===== src/hw/rtl/xed_pkg.sv =====
// Package with the shared types, codes and entity tables of the XML entity decoder.
package xed_pkg;

    localparam int CHAR_W   = 21;
    localparam int OUT_W    = 32;
    localparam int STATUS_W = 3;
    localparam int ADDR_W   = 3;
    localparam int APB_W    = 32;
    localparam int ENT_N    = 5;
    localparam int POS_W    = 3;

    // Register index of ignore_entities (address bit 2 selects the register).
    localparam logic REG_IGNORE_IDX = 1'b0;

    typedef logic [STATUS_W-1:0] status_t;
    localparam status_t ST_OK      = 3'd0;
    localparam status_t ST_UNKNOWN = 3'd1;
    localparam status_t ST_INVALID = 3'd2;
    localparam status_t ST_OPEN    = 3'd3;
    localparam status_t ST_ATTR    = 3'd4;

    typedef enum logic [5:0] {
        PH_IDLE = 6'b000001,
        PH_NAME = 6'b000010,
        PH_HASH = 6'b000100,
        PH_DEC  = 6'b001000,
        PH_HEX  = 6'b010000,
        PH_SKIP = 6'b100000
    } phase_t;

    typedef struct packed {
        logic [OUT_W-1:0] char_out;
        status_t          status;
        logic             out_last;
    } result_t;

    localparam logic [7:0] CH_AMP   = 8'h26;
    localparam logic [7:0] CH_HASH  = 8'h23;
    localparam logic [7:0] CH_SEMI  = 8'h3B;
    localparam logic [7:0] CH_LT    = 8'h3C;
    localparam logic [7:0] CH_NL    = 8'h0A;
    localparam logic [7:0] CH_TAB   = 8'h09;
    localparam logic [7:0] CH_SPACE = 8'h20;
    localparam logic [7:0] CH_X     = 8'h78;

    // Entity names after the ampersand, padded to eight places.
    typedef logic [7:0] name_row_t [8];
    localparam name_row_t ENT_TEXT [ENT_N] = '{
        '{8'h6C, 8'h74, 8'h3B, 8'h00, 8'h00, 8'h00, 8'h00, 8'h00},  // lt;
        '{8'h67, 8'h74, 8'h3B, 8'h00, 8'h00, 8'h00, 8'h00, 8'h00},  // gt;
        '{8'h71, 8'h75, 8'h6F, 8'h74, 8'h3B, 8'h00, 8'h00, 8'h00},  // quot;
        '{8'h61, 8'h6D, 8'h70, 8'h3B, 8'h00, 8'h00, 8'h00, 8'h00},  // amp;
        '{8'h61, 8'h70, 8'h6F, 8'h73, 8'h3B, 8'h00, 8'h00, 8'h00}   // apos;
    };
    localparam logic [POS_W-1:0] ENT_LEN  [ENT_N] = '{3'd3, 3'd3, 3'd5, 3'd4, 3'd5};
    localparam logic [7:0]       ENT_CHAR [ENT_N] = '{8'h3C, 8'h3E, 8'h22, 8'h26, 8'h27};

endpackage


===== src/hw/rtl/xml_entity_decoder_top.sv =====
// Top level of the streaming XML character entity decoder.
//
//  Port group   Dir  Handshake          Content
//  s_*          in   s_tvalid/s_tready  one code point, attribute flag, segment end
//  m_*          out  m_tvalid/m_tready  decoded character, status, last result
//  APB          in   psel/penable       ignore_entities register at address 0
//
// The block takes one item in every cycle while s_tready is high. The entity state
// is updated in the same cycle in which an item is accepted. Its result, if any, is
// registered in the output register, or in the skid register when the output
// register is full, so the block can take an item while the output is stalled;
// s_tready falls only when both hold a result. Reset is synchronous and active low;
// it empties both registers, returns the decoder to idle and clears the register.
module xml_entity_decoder_top (
    input  logic                           aclk,
    input  logic                           aresetn,
    // Input items.
    input  logic                           s_tvalid,
    output logic                           s_tready,
    input  logic [23:0]                    s_tdata,   // [20:0] char_in, [23:21] zero
    input  logic                           s_tuser,   // [0] in_attribute
    input  logic                           s_tlast,   // seg_last
    // Result items.
    output logic                           m_tvalid,
    input  logic                           m_tready,
    output logic [xed_pkg::OUT_W-1:0]      m_tdata,   // [31:0] char_out
    output logic [xed_pkg::STATUS_W-1:0]   m_tuser,   // [2:0] status
    output logic                           m_tlast,   // out_last
    // Configuration.
    input  logic                           psel,
    input  logic                           penable,
    input  logic                           pwrite,
    input  logic [xed_pkg::ADDR_W-1:0]     paddr,
    input  logic [xed_pkg::APB_W-1:0]      pwdata,
    output logic [xed_pkg::APB_W-1:0]      prdata,
    output logic                           pready
);
    import xed_pkg::*;

    logic                  ignore_reg;
    phase_t                phase_reg, phase_next;
    logic [POS_W-1:0]      name_pos_reg, name_pos_next;
    logic [ENT_N-1:0]      name_cand_reg, name_cand_next;
    logic [OUT_W-1:0]      code_reg, code_next;
    logic                  have_digit_reg, have_digit_next;

    logic                  out_valid_reg, skid_valid_reg;
    result_t               out_data_reg, skid_data_reg;

    logic [CHAR_W-1:0]     c;
    logic                  attr, seg_last, accept_in, push, pop;
    logic                  res_valid;
    result_t               res;
    logic                  fail_req;
    status_t               fail_status;
    logic [ENT_N-1:0]      keep;
    logic                  done_found;
    logic [7:0]            done_char;
    logic                  is_dec;
    logic [4:0]            hex_d;
    logic [OUT_W-1:0]      dec_acc;

    // Hex digit value with a valid flag in the top bit.
    function automatic logic [4:0] hex_digit(input logic [CHAR_W-1:0] ch);
        logic [4:0] r;
        r = 5'd0;
        if (ch >= CHAR_W'(8'h30) && ch <= CHAR_W'(8'h39)) begin
            r = {1'b1, ch[3:0]};
        end else if ((ch >= CHAR_W'(8'h61) && ch <= CHAR_W'(8'h66)) ||
                     (ch >= CHAR_W'(8'h41) && ch <= CHAR_W'(8'h46))) begin
            r = {1'b1, ch[3:0] + 4'd9};
        end
        return r;
    endfunction

    // ------------------------------------------------------------------
    // Configuration port. Writes complete in the access cycle.
    // ------------------------------------------------------------------
    assign pready = 1'b1;
    assign prdata = (paddr[2] == REG_IGNORE_IDX) ? APB_W'(ignore_reg) : '0;

    always_ff @(posedge aclk) begin
        if (!aresetn) begin
            ignore_reg <= 1'b0;
        end else if (psel && penable && pwrite && pready && paddr[2] == REG_IGNORE_IDX) begin
            ignore_reg <= pwdata[0];
        end
    end

    // ------------------------------------------------------------------
    // Decoder: one state update per accepted item.
    // ------------------------------------------------------------------
    assign c         = s_tdata[CHAR_W-1:0];
    assign attr      = s_tuser;
    assign seg_last  = s_tlast;
    assign s_tready  = !skid_valid_reg;
    assign accept_in = s_tvalid && s_tready;

    assign is_dec  = (c >= CHAR_W'(8'h30)) && (c <= CHAR_W'(8'h39));
    assign hex_d   = hex_digit(c);
    // Times ten plus the digit, as two shifted terms.
    assign dec_acc = {code_reg[28:0], 3'b000} + {code_reg[30:0], 1'b0} + OUT_W'(c[3:0]);

    always_comb begin
        keep       = '0;
        done_found = 1'b0;
        done_char  = 8'h00;
        for (int k = 0; k < ENT_N; k++) begin
            if (name_cand_reg[k] && name_pos_reg < ENT_LEN[k] &&
                c == CHAR_W'(ENT_TEXT[k][name_pos_reg])) begin
                keep[k] = 1'b1;
            end
        end
        for (int k = ENT_N - 1; k >= 0; k--) begin
            if (keep[k] && (name_pos_reg + POS_W'(1)) == ENT_LEN[k]) begin
                done_found = 1'b1;
                done_char  = ENT_CHAR[k];
            end
        end
    end

    always_comb begin
        phase_next      = phase_reg;
        name_pos_next   = name_pos_reg;
        name_cand_next  = name_cand_reg;
        code_next       = code_reg;
        have_digit_next = have_digit_reg;
        res_valid       = 1'b0;
        res             = '{char_out: '0, status: ST_OK, out_last: seg_last};
        fail_req        = 1'b0;
        fail_status     = ST_OK;

        case (phase_reg)
            PH_SKIP: begin
                if (seg_last) begin
                    phase_next = PH_IDLE;
                end
            end
            PH_NAME: begin
                if (name_pos_reg == '0 && c == CHAR_W'(CH_HASH)) begin
                    phase_next      = PH_HASH;
                    code_next       = '0;
                    have_digit_next = 1'b0;
                    fail_req        = seg_last;
                    fail_status     = ST_UNKNOWN;
                end else if (keep == '0) begin
                    fail_req    = 1'b1;
                    fail_status = ST_UNKNOWN;
                end else if (done_found) begin
                    phase_next   = PH_IDLE;
                    res_valid    = 1'b1;
                    res.char_out = OUT_W'(done_char);
                end else begin
                    name_cand_next = keep;
                    name_pos_next  = name_pos_reg + POS_W'(1);
                    fail_req       = seg_last;
                    fail_status    = ST_UNKNOWN;
                end
            end
            PH_HASH: begin
                if (c == CHAR_W'(CH_X)) begin
                    phase_next  = PH_HEX;
                    fail_req    = seg_last;
                    fail_status = ST_OPEN;
                end else if (is_dec) begin
                    phase_next      = PH_DEC;
                    code_next       = OUT_W'(c[3:0]);
                    have_digit_next = 1'b1;
                    fail_req        = seg_last;
                    fail_status     = ST_OPEN;
                end else begin
                    fail_req    = 1'b1;
                    fail_status = ST_INVALID;
                end
            end
            PH_DEC, PH_HEX: begin
                if ((phase_reg == PH_DEC) ? is_dec : hex_d[4]) begin
                    code_next       = (phase_reg == PH_DEC) ? dec_acc
                                                            : {code_reg[27:0], hex_d[3:0]};
                    have_digit_next = 1'b1;
                    fail_req        = seg_last;
                    fail_status     = ST_OPEN;
                end else if (c == CHAR_W'(CH_SEMI) && have_digit_reg) begin
                    phase_next   = PH_IDLE;
                    res_valid    = 1'b1;
                    res.char_out = code_reg;
                end else begin
                    fail_req    = 1'b1;
                    fail_status = ST_INVALID;
                end
            end
            default: begin
                // Idle: a fresh entity context on every character.
                phase_next = PH_IDLE;
                if (c == CHAR_W'(CH_AMP) && !ignore_reg) begin
                    phase_next  = PH_NAME;
                    fail_req    = seg_last;
                    fail_status = ST_UNKNOWN;
                end else if (attr && c == CHAR_W'(CH_LT)) begin
                    fail_req    = 1'b1;
                    fail_status = ST_ATTR;
                end else begin
                    res_valid    = 1'b1;
                    res.char_out = OUT_W'(c);
                    if (attr && (c == CHAR_W'(CH_NL) || c == CHAR_W'(CH_TAB))) begin
                        res.char_out = OUT_W'(CH_SPACE);
                    end
                end
            end
        endcase

        // Any return to idle starts the next entity from scratch.
        if (phase_next == PH_IDLE || fail_req) begin
            name_pos_next   = '0;
            name_cand_next  = '1;
            code_next       = '0;
            have_digit_next = 1'b0;
        end
        // An error ends the segment's output and swallows the rest of it.
        if (fail_req) begin
            phase_next = seg_last ? PH_IDLE : PH_SKIP;
            res_valid  = 1'b1;
            res        = '{char_out: '0, status: fail_status, out_last: 1'b1};
        end
    end

    always_ff @(posedge aclk) begin
        if (!aresetn) begin
            phase_reg      <= PH_IDLE;
            name_pos_reg   <= '0;
            name_cand_reg  <= '1;
            code_reg       <= '0;
            have_digit_reg <= 1'b0;
        end else if (accept_in) begin
            phase_reg      <= phase_next;
            name_pos_reg   <= name_pos_next;
            name_cand_reg  <= name_cand_next;
            code_reg       <= code_next;
            have_digit_reg <= have_digit_next;
        end
    end

    // ------------------------------------------------------------------
    // Output register with a skid register behind it.
    // ------------------------------------------------------------------
    assign push = accept_in && res_valid;
    assign pop  = out_valid_reg && m_tready;

    always_ff @(posedge aclk) begin
        if (!aresetn) begin
            out_valid_reg  <= 1'b0;
            skid_valid_reg <= 1'b0;
        end else if (pop) begin
            if (skid_valid_reg) begin
                skid_valid_reg <= 1'b0;
            end else begin
                out_valid_reg <= push;
            end
        end else if (push) begin
            if (out_valid_reg) begin
                skid_valid_reg <= 1'b1;
            end else begin
                out_valid_reg <= 1'b1;
            end
        end
    end

    always_ff @(posedge aclk) begin
        if (pop) begin
            out_data_reg <= skid_valid_reg ? skid_data_reg : res;
        end else if (push) begin
            if (out_valid_reg) begin
                skid_data_reg <= res;
            end else begin
                out_data_reg <= res;
            end
        end
    end

    assign m_tvalid = out_valid_reg;
    assign m_tdata  = out_data_reg.char_out;
    assign m_tuser  = out_data_reg.status;
    assign m_tlast  = out_data_reg.out_last;

    // ------------------------------------------------------------------
    // Assertions.
    // ------------------------------------------------------------------
    a_skid_behind_out: assert property (@(posedge aclk) disable iff (!aresetn)
        skid_valid_reg |-> out_valid_reg)
        else $error("skid register holds an item while the output register is empty");

    a_error_shape: assert property (@(posedge aclk) disable iff (!aresetn)
        (m_tvalid && m_tuser != ST_OK) |-> (m_tlast && m_tdata == '0))
        else $error("error result without last mark or with nonzero character");

    a_skip_ends: assert property (@(posedge aclk) disable iff (!aresetn)
        (accept_in && phase_reg == PH_SKIP && seg_last) |=> phase_reg == PH_IDLE)
        else $error("swallowing did not end at the segment end");

    a_skip_silent: assert property (@(posedge aclk) disable iff (!aresetn)
        (accept_in && phase_reg == PH_SKIP) |-> !push)
        else $error("result produced while swallowing");

    a_name_cand: assert property (@(posedge aclk) disable iff (!aresetn)
        (phase_reg == PH_NAME) |-> (name_cand_reg != '0))
        else $error("entity name phase with no candidate left");

endmodule

===== config.mk =====
export PLATFORM = sky130hd
export DESIGN_NAME = xml_entity_decoder_top
export DESIGN_NICKNAME = d
export VERILOG_FILES = /design/src/hw/rtl/xed_pkg.sv /design/src/hw/rtl/xml_entity_decoder_top.sv
export SDC_FILE = /design/constraint.sdc
export NUM_CORES = 1
export LEC_CHECK = 0
export BUFFER_PORTS_ARGS = -buffer_cell sky130_fd_sc_hd__buf_2
export CAP_MARGIN = 20
export CORE_ASPECT_RATIO = 1.4
export CORE_UTILIZATION = 58
export CTS_BUF_LIST = sky130_fd_sc_hd__clkbuf_8 sky130_fd_sc_hd__clkbuf_16
export CTS_CLUSTER_DIAMETER = 30
export DETAILED_ROUTE_END_ITERATION = 7
export PLACE_DENSITY_LB_ADDON = 0.1
export SYNTH_ARGS = -nofsm -noshare
export SYNTH_HDL_FRONTEND = slang
export SYNTH_SLANG_ARGS = --single-unit
export TNS_END_PERCENT = 1

===== constraint.sdc =====
create_clock -name aclk -period 7.45 [get_ports aclk]
set_input_delay 1.49 -clock aclk [delete_from_list [all_inputs] [get_ports aclk]]
set_output_delay 1.49 -clock aclk [all_outputs]
set_load 0.01 [all_outputs]

==> results.cfg, run 1 <==
[run_status]
status = complete, no violations

[setup_path]
path_max_fanout = 24
endpoint_kind = register
crit_path_start_kind = input pin
worst_ep_arrival_time_ps = 5630
required_ps = 7550
criticalPathCategory = in -> reg

[finish]
syn_to_final_growth_pct = 9.870
largest_register_ffs = 36
fillers = 1278
fin_nets = 1124
drive_gt1_share_pct = 17.77
fin_util_pct = 65.07
multi_input_area_um2 = 5221
diodes = 0
final-seq-area_um2 = 3163

[timing]
period_needed_ps = 5525
skew_ps = 9.336
setup_viol = 0
finalMaxSlewViolations = 0
rsz0062_at_grt = no
fmax_mhz = 181.0
relSlewSlack_pct = 27.97
tns_ps = 0
worst_slew_pin_slew_ps = 1080
finalHoldViolCount = 0
setup_slack_ps = 1925
fin_crit_sh_pct = 74.17

[route]
antenna_left = 0
wirelength_um = 23150
drt-pass1-iter-count = 5
wl_per_cell_um = 19.49
via_count = 7462
drtIter0Drc = 511
vias_per_cell = 6.281
drc = 0

[min_path]
min_path_type = reg -> reg

[synth]
async_reset_ff_share_pct = 0
synthTopCellsByArea = edfxtp_1 24%, dfxtp_1 11%, ha_1 10%
synth_commonest_cells = 77 x nand2_1, 72 x edfxtp_1, 71 x a21oi_1, 71 x ha_1, 50 x dfxtp_1
synth_edf_count = 72
synth_flop_cell = edfxtp_1
ys_seq_area_share_pct = 35.80
synth_seq_cells = 122
yosys_warnings = 0
synth_top_area_share_pct = 24.47
synth_cell_types = 81
synth_most_common_cell = nand2_1
synthCells = 938
synth.avg_cell_area_um2 = 9.420
synth_top_cell_by_area = edfxtp_1
syn_area_um2 = 8836

[global_route]
antenna_found_initial = 0
overflow = 0
grt_max_degree = 42
grt_pass1_wl_um = 36890
track_usage_pct = 30.26
first_global_vias = 7326

[clock_network]
cts_resized = 0
post_cts_buffers = 0
hold_buffers = 0
cts_buffer_depth = 2
clk_pin_slew_worst_paths_ps = 70
cts_tree = built
numCtsBuffers = 17
clkLatencyLatePin_ps = 430
clock-sinks = 122
cts.htree.levels = 4
root_buffer = clkbuf_16

[placement]
post-place-ws_ps = 1441
routabilityCongestion = 0.9238
numPortBuffers = 70
hpwl_um = 16900

[run]
max-cap-violations = 0

[die]
die_y_um = 148.0
io_pins = 139
start_util_pct = 59.22
std_cell_rows = 53
die_x_um = 106.3
die_area_um2 = 15740
core_area_um2 = 14920

[pwr]
power_density_nw_per_um2 = 174.0
peakVddDrop_uv = 125.1
leakage_nw = 3.940
==> stage by stage <==
| step | cells | hold WS [ps] | total power, mW | instance area (µm²) |
|---|---|---|---|---|
| after floorplan | 968 | 432.2 | 0.8567 | 8949 |
| after global placement | 1156 | 446.4 | 0.8858 | 9138 |
| after detailed placement | 1156 | 449.5 | 0.8899 | 9138 |
| after CTS | 1188 | 458.4 | 1.699 | 9708 |
| after global routing | 1188 | 477.6 | 1.739 | 9708 |
| final | 1188 | 456.5 | 1.689 | 9708 |
==> cells in the final DEF (no fill, tap or decap), drive strengths merged, types with 6 or more instances in the layout <==
master and n:
a32oi 9, mux2i 8, nand4 10, a22oi 24, nor2b 13, a21o 7
nor3 17, o211ai 8, a31oi 10, nand2 78, nand2b 14, edfxtp 72
xor2 17, o31ai 9, nor4 12, o21ai 42, buf 81, clkbuf 17
or3 29, mux2 31, inv 30, a21oi 75, a22o 15, xnor2 20
conb 32, ha 71, and2 15, dfxtp 50, a211oi 18, and3 6
nand3 21, or2 8, nor2 50
==> area by class of cell <==
type,instances,area share (%)
Inverter,18,0.6960
Clock inverter,15,1.495
Timing Repair Buffer,81,4.588
Sequential cell,122,32.58
Multi-Input combinational cell,743,53.78
Clock buffer,17,4.382
Tap cell,192,2.475
==> routing by layer <==
layer	vias to the layer above	part of all wire, %	track usage (%)
li1	3578	-	-
met4	0	3.2	12.71
met3	67	5.6	5.556
met5	-	0	0
met1	3545	41	35.79
met2	272	51	53.31
==> report_power, final <==
| group | switching, mW | total (mW) | internal [mW] |
|---|---|---|---|
| combinational | 0.0872 | 0.129 | 0.0421 |
| clock | 0.368 | 0.814 | 0.445 |
| sequential | 0.00653 | 0.746 | 0.740 |
==> worst paths after layout <==
kind	from	slack [ps]	cells past startpoint	endpoint
worst min register to register	have_digit_reg$_SDFFE_PN0P_	460	2	have_digit_reg$_SDFFE_PN0P_
worst min-delay path	have_digit_reg$_SDFFE_PN0P_	460	2	have_digit_reg$_SDFFE_PN0P_
worst max register to register	name_pos_reg[0]$_SDFFE_PN0P_	2360	12	skid_data_reg[29]$_DFFE_PP_
worst max-delay path	s_tdata[10]	1920	10	skid_data_reg[29]$_DFFE_PP_
==> worst max-delay path, stage by stage <==
cell      delay, ps
buf_2           110
nor4_1          450
and4_1          510
nand2b_1        350
nor4_1          500
o21bai_1        200
a221o_1         380
o21ai_0         280
nor3b_2         880
buf_4           450
==> kinds of logic (layout without fill, tap and decap cells) <==
kind of cell,count (synthesis),count (layout),share of synthesized area [%]
AND/OR/NAND/NOR,298,298,17.73
adder cells (fa/ha/maj),73,73,10.51
XOR/XNOR,37,37,3.668
AO/OA/AOI/OAI,264,264,20.63
flip-flops,122,122,35.80
buffers and inverters,103,131,6.726
other,2,32,0.08499
multiplexers,39,39,4.857
No activity file was read; power rests on OpenSTA's default activity.
==> run 2: changes to the inputs <==
- ABC_AREA: not set -> 1
- CORE_UTILIZATION: 58 -> 59
- clock period: 7.45 -> 5.15 ns (I/O delays scaled with it)
==> results.cfg, run 2 <==
[timing]
skew_ps = 7.653
tns_ps = 0
fmax_mhz = 241.8
setup_slack_ps = 1015
finalMaxSlewViolations = 0
finalHoldViolCount = 0
period_needed_ps = 4135
worst_slew_pin_slew_ps = 963.9
relSlewSlack_pct = 35.58
setup_viol = 0
hold_ws_ps = 477.3
rsz0062_at_grt = no
fin_crit_sh_pct = 80.30

[die]
io_pins = 139
core_area_um2 = 16170
die_area_um2 = 17010
die_x_um = 110.5
std_cell_rows = 55
die_y_um = 153.9
start_util_pct = 60.15

[global_route]
grt_pass1_wl_um = 43730
antenna_found_initial = 0
track_usage_pct = 32.44
first_global_vias = 8884
overflow = 0
grt_max_degree = 46

[setup_path]
slowest_delay_ps = 410
crit_path_start_kind = input pin
path_buf_inv = 3
endpoint_kind = register
criticalPathCategory = in -> reg
required_ps = 5460
crit_top_cell = nand2_1
path_max_fanout = 45
crit_family = simple AND/OR/NAND/NOR gates
worst_ep_arrival_time_ps = 4440
path_cells = buf_2 > inv_2 > nor2_1 > nand2_1 > nor2_1 > nand3_1 > nand2_1 > nand2_2 > nand3_1 > nand2_1 > nand2_1 > nand2_1 > nand3_2 > nand4_2 > nand2_2 > nand3_2 > nand2_4 > inv_2 > nor2_1 > nor2_1
slowest_stage = nand2_4

[clock_network]
numCtsBuffers = 17
hold_buffers = 0
cts_resized = 0
cts.htree.levels = 4
cts_buffer_depth = 2
clkLatencyLatePin_ps = 420
clock-sinks = 122
post_cts_buffers = 0
root_buffer = clkbuf_16
cts_tree = built
clk_pin_slew_worst_paths_ps = 50

[placement]
routabilityCongestion = 1.052
hpwl_um = 20680
numPortBuffers = 70
post-place-ws_ps = 668.6

[route]
drtIter0Drc = 740
antenna_left = 0
drt-pass1-iter-count = 5
drc = 0
vias_per_cell = 5.694
wirelength_um = 27300
via_count = 9327
wl_per_cell_um = 16.67

[finish]
syn_to_final_growth_pct = 10.14
final_common_cell = nand2_1
diodes = 0
final_cell_mix = 305 x nand2_1, 218 x nor2_1, 135 x inv_1
fillers = 1447
fin_util_pct = 66.24
largest_register_ffs = 36
drive_gt1_share_pct = 11.88
fin_nets = 1567

[synth]
synth_edf_count = 72
synth_flop_cell = edfxtp_1
synth_top_area_share_pct = 22.23
ys_seq_area_share_pct = 32.52
synth.avg_cell_area_um2 = 7.115
synth_most_common_cell = nand2_1
syn_area_um2 = 9727
synth_top_cell_by_area = edfxtp_1
synth_seq_cells = 122
synth_commonest_cells = 305 x nand2_1, 220 x nor2_1, 131 x inv_1
synthCells = 1367
synthTopCellsByArea = edfxtp_1 22%, nand2_1 12%, dfxtp_1 10%
async_reset_ff_share_pct = 0
yosys_warnings = 0
synth_cell_types = 57

[min_path]
min_path_type = reg -> reg

[pwr]
power_density_nw_per_um2 = 259.4
peakVddDrop_uv = 325.7
leakage_nw = 5.004

[run]
max-cap-violations = 0

[run_status]
status = complete, no violations
run 2: changes by cell type in the layout (fill, tap and decap cells not counted), sizes merged, moves of 24 or more:
cell   delta
nand2   +241
o21ai    +45
nor2    +182
or3      -29
nand3    +82
inv     +116
a22oi    -24
run 2: layout make-up:
class | count | area (µm²) | share of cell area (%)
Timing Repair Buffer | 79 | 430.4 | 4.018
Multi-Input combinational cell | 1062 | 5718 | 53.38
Tap cell | 199 | 249.0 | 2.324
Clock buffer | 17 | 425.4 | 3.971
Sequential cell | 122 | 3163 | 29.53
Inverter | 144 | 540.5 | 5.046
Clock inverter | 15 | 186.4 | 1.740
run 2: cells by family (layout without fill, tap and decap cells):
kind of cell	Yosys count	in the layout	share of synthesized area [%]
AO/OA/AOI/OAI	200	200	11.64
XOR/XNOR	17	17	1.531
adder cells (fa/ha/maj)	73	73	9.545
buffers and inverters	213	255	10.12
flip-flops	122	122	32.52
multiplexers	31	31	3.332
other	2	32	0.07721
AND/OR/NAND/NOR	709	709	31.23
run 2: final timing paths:
check                                   to  cells after the start  slack, ps                           from
max               code_reg[1]$_SDFFE_PN0P_                     20       1010                     s_tdata[3]
min          name_cand_reg[4]$_SDFFE_PN1P_                      2        480  name_cand_reg[4]$_SDFFE_PN1P_
max reg2reg       code_reg[1]$_SDFFE_PN0P_                     19       1140   name_pos_reg[1]$_SDFFE_PN0P_
min reg2reg  name_cand_reg[4]$_SDFFE_PN1P_                      2        480  name_cand_reg[4]$_SDFFE_PN1P_
run 2: tightest hold or removal path: stages, from the launching register on:
cell     delay [ps]
dfxtp_1         330
nand2_1          50
nand3_1          70
run 2: where the power goes:
group | internal (mW) | switching (mW)
registers | 1.09 | 0.0335
clock network | 0.801 | 0.429
logic | 0.138 | 0.291
total | 2.02 | 0.753
run 2: per-stage QoR:
stage / std cells / total power [mW] / cell area, µm²
finish: 1638 / 2.778 / 10710
global route: 1638 / 2.885 / 10710
CTS: 1638 / 2.784 / 10710
detailed placement: 1606 / 1.562 / 10100
global placement: 1606 / 1.554 / 10100
floorplan: 1397 / 1.448 / 9839
run 2: layer usage:
metal | wire [µm] | track usage (%)
met2 | 14050 | 58.92
met4 | 1594 | 19.68
met5 | 0 | 0
met1 | 10460 | 35.28
met3 | 1198 | 5.006
==> run 3: changes to the inputs <==
- ABC_AREA: 1 -> 0
- CORE_UTILIZATION: 59 -> 58
- clock period: 5.15 -> 3.9 ns (I/O delays scaled with it)
==> results.cfg, run 3 (synthesis results as in run 1) <==
[global_route]
grtUsageMet1_pct = 37.63
track_usage_pct = 31.45
grt_max_degree = 42
antenna_found_initial = 0
grt_pass1_wl_um = 38330
grtUsageMet2_pct = 56.14
overflow = 0
first_global_vias = 7523
grt-busiest-layer = met2
grtUsageMet3_pct = 3.483

[setup_path]
crit_start = name_pos_reg[0]$_SDFFE_PN0P_
r2r-start = name_pos_reg[0]$_SDFFE_PN0P_
worst_ep_arrival_time_ps = 4000
crit_path_start_kind = register
endpoint_kind = register
path_cells = inv_1 > ha_2 > inv_1 > a211oi_1 > o21ai_1 > o41ai_2 > a32oi_1 > a21o_1 > a221o_2 > o31ai_4 > buf_12 > or3_1 > a21oi_1
crit_top_cell = inv_1
path_buf_inv = 3
required_ps = 4170
path_max_fanout = 35
slowest_delay_ps = 460
criticalPathCategory = reg -> reg
crit_family = compound AO/OA/AOI/OAI gates
slowest_stage = a221o_2

[timing]
finalMaxSlewViolations = 0
setup_viol = 0
hold_ws_ps = 475.5
finalHoldViolCount = 0
fin_crit_sh_pct = 95.51
skew_ps = 7.574
worst_slew_pin_slew_ps = 798.1
fmax_mhz = 268.5
rsz0062_at_grt = no
period_needed_ps = 3725
relSlewSlack_pct = 46.74
tns_ps = 0

[die]
io_pins = 139
die_area_um2 = 15740
die_y_um = 148.0
die_x_um = 106.3
core_area_um2 = 14920
start_util_pct = 59.22
std_cell_rows = 53

[route]
drtIter0Drc = 429
antenna_left = 0
wirelength_um = 24230
drc = 0
via_count = 7776
drt-pass1-iter-count = 6
vias_per_cell = 6.181
wl_per_cell_um = 19.26

[placement]
placed_area_um2 = 9724
routabilityCongestion = 0.9411
numPortBuffers = 70
hpwl_um = 18250

[finish]
final_cell_mix = 77 x nand2_1, 74 x buf_4, 72 x edfxtp_1
largest_register_ffs = 36
design_area_um2 = 10340
fillers = 1236
fin_nets = 1194
final_common_cell = nand2_1
drive_gt1_share_pct = 23.45
diodes = 0
syn_to_final_growth_pct = 17.01

[run]
max-cap-violations = 0

[clock_network]
cts_tree = built
clkLatencyLatePin_ps = 420
root_buffer = clkbuf_16
cts_buffer_depth = 2
numCtsBuffers = 17
clk_pin_slew_worst_paths_ps = 70
clock-sinks = 122
hold_buffers = 0
cts.htree.levels = 4

[min_path]
hold_start = have_digit_reg$_SDFFE_PN0P_
min_path_type = reg -> reg

[run_status]
status = complete, no violations

[pwr]
peakVddDrop_uv = 375.6
leakage_nw = 4.318
total_power_mw = 3.250
power_density_nw_per_um2 = 314.4
run 3: changes by cell type in the layout (fill, tap and decap cells not counted), sizes merged, moves of 45 or more:
cell	previous run	this run
buf	79	151
nand3	103	21
inv	146	27
nor2	232	50
o21ai	87	42
nand2	319	78
run 3: final cells by class:
cell class / count / area, µm² / share of cell area, %
Clock buffer: 17 / 425.4 / 4.115
Inverter: 18 / 67.56 / 0.6535
Multi-Input combinational cell: 743 / 5238 / 50.66
Timing Repair Buffer: 151 / 1054 / 10.19
Clock inverter: 15 / 151.4 / 1.464
Sequential cell: 122 / 3163 / 30.59
Tap cell: 192 / 240.2 / 2.324
run 3: stage by stage:
stage | utilization, % | setup WS, ps | instances
final | 69.29 | 175.3 | 1258
after global routing | 69.29 | 25.47 | 1258
after floorplan | - | -243.1 | 968
after CTS | 69.04 | 27.79 | 1257
after detailed placement | 65.17 | -149.4 | 1225
after global placement | 65.17 | -126.5 | 1225
run 3: what timing repair did:
item,4_1_cts,5_1_grt
setup buffers,0,0
endpoints found under the setup margin,0,102
resized for setup,0,3
run 3: tightest hold or removal path, stage by stage (launching register included):
cell and delay [ps]:
dfxtp_1 320, nand2_1 50, a21oi_1 50
run 3: final timing paths:
path,cells past startpoint,end,slack (ps)
min reg2reg,2,have_digit_reg$_SDFFE_PN0P_,480
max,13,code_reg[18]$_SDFFE_PN0P_,180
max reg2reg,13,code_reg[18]$_SDFFE_PN0P_,180
min,2,have_digit_reg$_SDFFE_PN0P_,480
run 3: where the power goes:
part	internal, mW	total, mW	switching, mW	leakage (nW)
sequential	1.41	1.43	0.0132	1.07
clock	0.849	1.55	0.700	0.271
combinational	0.101	0.276	0.175	2.98
total	2.36	3.25	0.888	4.32
run 3: per-layer routing:
metal	vias up	part of all wire [%]
met5	-	0
met4	0	3.6
met2	281	51
met3	64	4.7
met1	3716	41
li1	3715	-
